## config.mk

```make
export PLATFORM = sky130hd
export DESIGN_NAME = point_in_polygon_test_top
export DESIGN_NICKNAME = d
export VERILOG_FILES = /design/src/sv/pip_pkg.sv /design/src/sv/point_in_polygon_test_top.sv /design/src/sv/pip_front.sv /design/src/sv/pip_queue.sv /design/src/sv/pip_back.sv
export SDC_FILE = /design/constraint.sdc
export NUM_CORES = 2
export LEC_CHECK = 0
export BUFFER_PORTS_ARGS = -buffer_cell sky130_fd_sc_hd__buf_2
export CORE_MARGIN = 10
export CORE_UTILIZATION = 33
export CTS_CLUSTER_SIZE = 40
export DETAILED_ROUTE_END_ITERATION = 16
export RECOVER_POWER = 25
export SLEW_MARGIN = 20
export SYNTH_ARGS = -nofsm -noshare
export SYNTH_HDL_FRONTEND = slang
export SYNTH_HIERARCHICAL = 1
export SYNTH_SLANG_ARGS = --single-unit
```

## constraint.sdc

```tcl
create_clock -name clk -period 10.1 [get_ports clk]
set_input_delay 1.01 -clock clk [delete_from_list [all_inputs] [get_ports clk]]
set_output_delay 1.01 -clock clk [all_outputs]
set_load 0.005 [all_outputs]
```

## src/sv/pip_pkg.sv

```systemverilog
// shared types and constants for the point-in-polygon crossing test
package pip_pkg;

  localparam int COORD_BITS  = 16;
  localparam int DIFF_BITS   = COORD_BITS + 1;
  localparam int PROD_BITS   = 2 * DIFF_BITS;

  localparam int QUEUE_DEPTH = 4;
  localparam int QPTR_BITS   = $clog2(QUEUE_DEPTH);
  localparam int QCNT_BITS   = QPTR_BITS + 1;

  localparam int RES_DEPTH   = 4;
  localparam int RPTR_BITS   = $clog2(RES_DEPTH);
  localparam int RCNT_BITS   = RPTR_BITS + 1;

  typedef struct packed {
    logic                        first;
    logic                        last;
    logic                        straddle;
    logic                        dy_pos;
    logic signed [DIFF_BITS-1:0] ex;
    logic signed [DIFF_BITS-1:0] ey;
    logic signed [DIFF_BITS-1:0] dx;
    logic signed [DIFF_BITS-1:0] dy;
  } edge_t;

  typedef struct packed {
    logic full;
    logic empty;
  } q_stat_t;

  typedef struct packed {
    logic [RCNT_BITS-1:0] res_count;
    logic                 s1_valid;
    logic                 parity;
  } bk_stat_t;

endpackage

```

## src/sv/point_in_polygon_test_top.sv

```systemverilog
// Crossing-number point-in-polygon test, one polygon vertex per word. Each
// word carries the query point and one vertex; first_vertex clears the
// parity, every other word closes an edge from the previous vertex, and a
// word with last_vertex yields one inside_res word. The polygon is not closed
// automatically: repeat the first vertex as the last one. A word is taken
// every cycle while full is low, and full is high during reset; a result can
// be popped once its word has passed the edge queue write, the edge queue
// read into the product register and the result queue write. The back end
// takes one word a cycle while the four-entry result queue has a slot for
// it; with the result queue held full by withholding pop, the edge queue
// fills and full rises.
module point_in_polygon_test_top (
  input  logic                                  clk,
  input  logic                                  rst,
  input  logic                                  push,
  output logic                                  full,
  input  logic signed [pip_pkg::COORD_BITS-1:0] query_x,
  input  logic signed [pip_pkg::COORD_BITS-1:0] query_y,
  input  logic signed [pip_pkg::COORD_BITS-1:0] vertex_x,
  input  logic signed [pip_pkg::COORD_BITS-1:0] vertex_y,
  input  logic                                  first_vertex,
  input  logic                                  last_vertex,
  output logic                                  empty,
  input  logic                                  pop,
  output logic                                  inside_res
);

  logic              q_wr;
  logic              q_rd;
  pip_pkg::edge_t    q_wdata;
  pip_pkg::edge_t    q_rdata;
  pip_pkg::q_stat_t  q_stat;
  pip_pkg::bk_stat_t bk_stat;

  assign full = q_stat.full || rst;

  pip_front u_front (
    .clk          (clk),
    .rst          (rst),
    .push         (push),
    .q_full       (q_stat.full),
    .query_x      (query_x),
    .query_y      (query_y),
    .vertex_x     (vertex_x),
    .vertex_y     (vertex_y),
    .first_vertex (first_vertex),
    .last_vertex  (last_vertex),
    .q_wr         (q_wr),
    .q_word       (q_wdata)
  );

  pip_queue u_queue (
    .clk   (clk),
    .rst   (rst),
    .wr    (q_wr),
    .wdata (q_wdata),
    .rd    (q_rd),
    .rdata (q_rdata),
    .stat  (q_stat)
  );

  pip_back u_back (
    .clk        (clk),
    .rst        (rst),
    .q_empty    (q_stat.empty),
    .q_word     (q_rdata),
    .q_rd       (q_rd),
    .pop        (pop),
    .empty      (empty),
    .inside_res (inside_res),
    .stat       (bk_stat)
  );

  a_res_no_overflow : assert property (@(posedge clk) disable iff (rst)
    (bk_stat.res_count + pip_pkg::RCNT_BITS'(bk_stat.s1_valid)) <=
    pip_pkg::RCNT_BITS'(pip_pkg::RES_DEPTH))
    else $error("result queue over-committed");

  a_empty_match : assert property (@(posedge clk) disable iff (rst)
    empty == (bk_stat.res_count == '0))
    else $error("empty disagrees with result count");

  a_queue_fill : assert property (@(posedge clk) disable iff (rst)
    (push && !full && q_stat.empty) |=> !q_stat.empty)
    else $error("accepted word lost from edge queue");

  a_first_clears : assert property (@(posedge clk) disable iff (rst)
    (q_rd && q_rdata.first) |=> ##1 !bk_stat.parity)
    else $error("first vertex did not clear parity");

endmodule

```

## src/sv/pip_front.sv

```systemverilog
// front end: keeps the previous vertex and classifies each edge
module pip_front (
  input  logic                                  clk,
  input  logic                                  rst,
  input  logic                                  push,
  input  logic                                  q_full,
  input  logic signed [pip_pkg::COORD_BITS-1:0] query_x,
  input  logic signed [pip_pkg::COORD_BITS-1:0] query_y,
  input  logic signed [pip_pkg::COORD_BITS-1:0] vertex_x,
  input  logic signed [pip_pkg::COORD_BITS-1:0] vertex_y,
  input  logic                                  first_vertex,
  input  logic                                  last_vertex,
  output logic                                  q_wr,
  output pip_pkg::edge_t                        q_word
);

  logic signed [pip_pkg::COORD_BITS-1:0] prev_x;
  logic signed [pip_pkg::COORD_BITS-1:0] prev_y;

  assign q_wr = push && !q_full;

  always_comb begin
    q_word          = '0;
    q_word.first    = first_vertex;
    q_word.last     = last_vertex;
    q_word.straddle = ((prev_y <= query_y) && (vertex_y > query_y)) ||
                      ((prev_y > query_y) && (vertex_y <= query_y));
    q_word.dy_pos   = vertex_y > prev_y;
    q_word.ex = pip_pkg::DIFF_BITS'(query_x) - pip_pkg::DIFF_BITS'(prev_x);
    q_word.ey = pip_pkg::DIFF_BITS'(query_y) - pip_pkg::DIFF_BITS'(prev_y);
    q_word.dx = pip_pkg::DIFF_BITS'(vertex_x) - pip_pkg::DIFF_BITS'(prev_x);
    q_word.dy = pip_pkg::DIFF_BITS'(vertex_y) - pip_pkg::DIFF_BITS'(prev_y);
  end

  always_ff @(posedge clk) begin
    if (rst) begin
      prev_x <= '0;
      prev_y <= '0;
    end else if (q_wr) begin
      prev_x <= vertex_x;
      prev_y <= vertex_y;
    end
  end

endmodule

```

## src/sv/pip_queue.sv

```systemverilog
// short queue of classified edges between front and back
module pip_queue (
  input  logic             clk,
  input  logic             rst,
  input  logic             wr,
  input  pip_pkg::edge_t   wdata,
  input  logic             rd,
  output pip_pkg::edge_t   rdata,
  output pip_pkg::q_stat_t stat
);

  pip_pkg::edge_t                mem [pip_pkg::QUEUE_DEPTH];
  logic [pip_pkg::QPTR_BITS-1:0] wr_ptr;
  logic [pip_pkg::QPTR_BITS-1:0] rd_ptr;
  logic [pip_pkg::QCNT_BITS-1:0] count;

  assign rdata      = mem[rd_ptr];
  assign stat.full  = count == pip_pkg::QCNT_BITS'(pip_pkg::QUEUE_DEPTH);
  assign stat.empty = count == '0;

  always_ff @(posedge clk) begin
    if (wr) begin
      mem[wr_ptr] <= wdata;
    end
  end

  always_ff @(posedge clk) begin
    if (rst) begin
      wr_ptr <= '0;
      rd_ptr <= '0;
      count  <= '0;
    end else begin
      if (wr) begin
        wr_ptr <= wr_ptr + 1'b1;
      end
      if (rd) begin
        rd_ptr <= rd_ptr + 1'b1;
      end
      case ({wr, rd})
        2'b10:   count <= count + 1'b1;
        2'b01:   count <= count - 1'b1;
        default: count <= count;
      endcase
    end
  end

endmodule

```

## src/sv/pip_back.sv

```systemverilog
// back end: cross products, parity update and result queue
module pip_back (
  input  logic              clk,
  input  logic              rst,
  input  logic              q_empty,
  input  pip_pkg::edge_t    q_word,
  output logic              q_rd,
  input  logic              pop,
  output logic              empty,
  output logic              inside_res,
  output pip_pkg::bk_stat_t stat
);

  logic                                  s1_valid;
  logic                                  s1_first;
  logic                                  s1_last;
  logic                                  s1_straddle;
  logic                                  s1_dy_pos;
  logic signed [pip_pkg::PROD_BITS-1:0]  s1_p1;
  logic signed [pip_pkg::PROD_BITS-1:0]  s1_p2;
  logic                                  parity;
  logic                                  parity_next;
  logic                                  left;

  logic                                  res_mem [pip_pkg::RES_DEPTH];
  logic [pip_pkg::RPTR_BITS-1:0]         res_wr_ptr;
  logic [pip_pkg::RPTR_BITS-1:0]         res_rd_ptr;
  logic [pip_pkg::RCNT_BITS-1:0]         res_count;
  logic                                  res_wr;
  logic                                  res_rd;

  // reserve a result slot for the word in flight
  assign q_rd = !q_empty &&
                ((res_count + pip_pkg::RCNT_BITS'(s1_valid)) <
                 pip_pkg::RCNT_BITS'(pip_pkg::RES_DEPTH));

  always_ff @(posedge clk) begin
    if (rst) begin
      s1_valid <= 1'b0;
    end else begin
      s1_valid <= q_rd;
    end
  end

  always_ff @(posedge clk) begin
    if (q_rd) begin
      s1_first    <= q_word.first;
      s1_last     <= q_word.last;
      s1_straddle <= q_word.straddle;
      s1_dy_pos   <= q_word.dy_pos;
      s1_p1 <= pip_pkg::PROD_BITS'(q_word.ex) * pip_pkg::PROD_BITS'(q_word.dy);
      s1_p2 <= pip_pkg::PROD_BITS'(q_word.ey) * pip_pkg::PROD_BITS'(q_word.dx);
    end
  end

  assign left = s1_dy_pos ? (s1_p1 < s1_p2) : (s1_p2 < s1_p1);

  always_comb begin
    parity_next = parity;
    if (s1_valid) begin
      if (s1_first) begin
        parity_next = 1'b0;
      end else if (s1_straddle && left) begin
        parity_next = !parity;
      end
    end
  end

  always_ff @(posedge clk) begin
    if (rst) begin
      parity <= 1'b0;
    end else begin
      parity <= parity_next;
    end
  end

  assign res_wr     = s1_valid && s1_last;
  assign res_rd     = pop && !empty;
  assign empty      = res_count == '0;
  assign inside_res = res_mem[res_rd_ptr];

  always_ff @(posedge clk) begin
    if (res_wr) begin
      res_mem[res_wr_ptr] <= parity_next;
    end
  end

  always_ff @(posedge clk) begin
    if (rst) begin
      res_wr_ptr <= '0;
      res_rd_ptr <= '0;
      res_count  <= '0;
    end else begin
      if (res_wr) begin
        res_wr_ptr <= res_wr_ptr + 1'b1;
      end
      if (res_rd) begin
        res_rd_ptr <= res_rd_ptr + 1'b1;
      end
      case ({res_wr, res_rd})
        2'b10:   res_count <= res_count + 1'b1;
        2'b01:   res_count <= res_count - 1'b1;
        default: res_count <= res_count;
      endcase
    end
  end

  assign stat.res_count = res_count;
  assign stat.s1_valid  = s1_valid;
  assign stat.parity    = parity;

endmodule
```

==> reports/qor.yml <==
clocking:
  clkLatencyLatePin_ns: 0.59
  cts_hold_buf: 0
  root_buffer: "clkbuf_16"
  cts_setup_buffers: 0
  cts_buffer_depth: 3
  cts_sinks: 416
  clk_pin_slew_ns: 0.06
  tritoncts: "built"
  htree_levels: 2
  cts_buffers: 47
  cts_resized: 0
floorplan:
  dieWidth_um: 373
  dieArea_um2: 139000
  initial_core_util_pct: 33.2
  die_h_um: 373
  fp-row-count: 129
  core-area_um2: 124000
  io_pins: 73
route:
  vias: 26000
  ant_nets: 0
  viasPerCell: 4.79
  routed_wirelength_um: 93800
  drtIter0Drc: 1431
  dr.pass1.iters: 5
  drc_errors: 0
  wl_per_cell_um: 17.3
synth:
  syn_inst: 3727
  yosys_warnings: 6
  syn_area_um2: 41100
  syn_avg_cell_area_um2: 11.0
  synth.net_count: 4691
worst_setup_path:
  cpMostUsedCell: "fa_1"
  path_buf_inv: 4
  critical_path_cell_count: 22
  crit_arrival_ns: 8.30
  cp_max_fo: 37
  max_stage_delay_ns: 0.87
  critical_path.top_delay_family: "adder cells"
  crit_slowest_cell: "dfxtp_4"
  start_kind: "flip-flop"
  critPathKind: "flip-flop to flip-flop"
  crit_path_end_kind: "flip-flop"
  crit_chain: "mux4_2 -> and2_1 -> fa_1 -> inv_1 -> fa_1 -> fa_1 -> fa_1 -> inv_1 -> fa_1 -> inv_1 -> fa_1 -> inv_1 -> ha_1 -> a211oi_1 -> o21bai_1 -> a21o_1 -> a221o_1 -> a31oi_1 -> o21ai_1 -> a211oi_1 -> o21bai_1 -> xnor2_1"
  cp.required_ns: 10.42
  rr_worst_depth: 22
hold_path:
  hp-class: "flip-flop to flip-flop"
  min_from: "u_front/prev_x[6]$_SDFFE_PP0P_"
  hold_depth: 2
cells_and_area:
  nets: 4707
  fill_cells: 12300
  syn2layout_area_growth_pct: 8.74
  multi_input_area_um2: 25700
  drive_gt1_share_pct: 6.51
  ff_latch_area_um2: 12000
sta:
  setup_viol: 0
  maxSlewViolCount: 52
  finalCriticalPeriod_ns: 7.99
  rsz0062_at_grt: "no"
  postLayoutSetupSlackWorst_ns: 2.11
  final.setup.tns_ns: 0
  min_period_over_period_pct: 79.1
  maxSlewHeadroom_pct: -87.8
  finalHoldViolCount: 0
  skew_ns: 0.0188
  worstMarginPinSlew_ns: 2.82
  timing.fmax_mhz: 125
place:
  hpwl_um: 74300
  gp_congestion: 0.865
  port_buffers: 72
  dp_slack_ns: 2.10
grt:
  grt_max_degree: 64
  grt_pass1_wl_um: 151000
  first_global_vias: 27500
  grt_util_all_layers_pct: 13.4
  grt-ovfl-total: 0
  antenna_found_initial: 3
status:
  failed_checks: "capacitance limit, slew limit"
  status: "finished, violations left"
run:
  drv_cap: 1
[flip-flops by register name, indices dropped and copies added (netlist names), 3 cells and up, named ones only]
| name | flops |
|---|---|
| u_queue/mem | 288 |
| u_back/s1_p1 | 34 |
| u_back/s1_p2 | 34 |
| u_front/prev_x | 16 |
| u_front/prev_y | 16 |
| u_back/res_mem | 4 |
| u_back/res_count | 3 |
| u_queue/count | 3 |
[final cells by class]
cell class              count  share of cell area [%]
multi-input cells        2441                    57.6
flip-flops and latches    416                    26.8
inverters                 753                    6.32
well taps                1637                    4.58
clock buffers              58                    2.79
repair buffers             84                   0.997
clock inverters            29                   0.941
diodes                      1                 0.00560
[path summary, 6_finish.rpt]
kind	endpoint	slack, ns
hold reg to reg	u_front/prev_x[6]$_SDFFE_PP0P_	0.45
setup / recovery	u_back/s1_p1[33]$_DFFE_PP_	2.11
hold / removal	u_front/prev_x[6]$_SDFFE_PP0P_	0.45
setup reg to reg	u_back/s1_p1[33]$_DFFE_PP_	2.11
[cells in the final DEF (no fill, tap or decap), types with 64 or more instances in the layout]
cell,n
inv_1,753
xnor2_1,86
ha_1,296
a21oi_1,131
buf_2,64
edfxtp_1,364
nand2_1,396
nor2_1,106
fa_1,598
and2_1,292
mux4_2,71
[tightest hold or removal path, delay by kind of cell, from the launching register on]
| kind | cells | cell delay (ns) |
|---|---|---|
| AOI/OAI and AO/OA | 1 | 0.05 |
| DFF | 1 | 0.30 |
| and+or+nand+nor | 1 | 0.05 |
[layer usage]
| metal | GRT usage, % | wire, um | vias up |
|---|---|---|---|
| met2 | 22.8 | 45700 | 549 |
| met4 | 4.04 | 2880 | 2 |
| met3 | 2.09 | 4510 | 102 |
| li1 | - | - | 12000 |
| met5 | 0 | 20 | - |
| met1 | 17.3 | 40600 | 13300 |
[per-stage QoR]
step | util (%) | instances | instance area [um^2] | hold slack, ns
floorplan | - | 3727 | 41100 | 0.430
global placement | 34.8 | 5331 | 43100 | 0.441
detailed placement | 34.8 | 5331 | 43100 | 0.446
CTS | 36.2 | 5418 | 44700 | 0.455
global route | 36.1 | 5418 | 44700 | 0.470
finish | 36.1 | 5419 | 44700 | 0.452
Power is not shown: default switching activity piles up to over one toggle a cycle in this logic, so the estimate is an artifact.
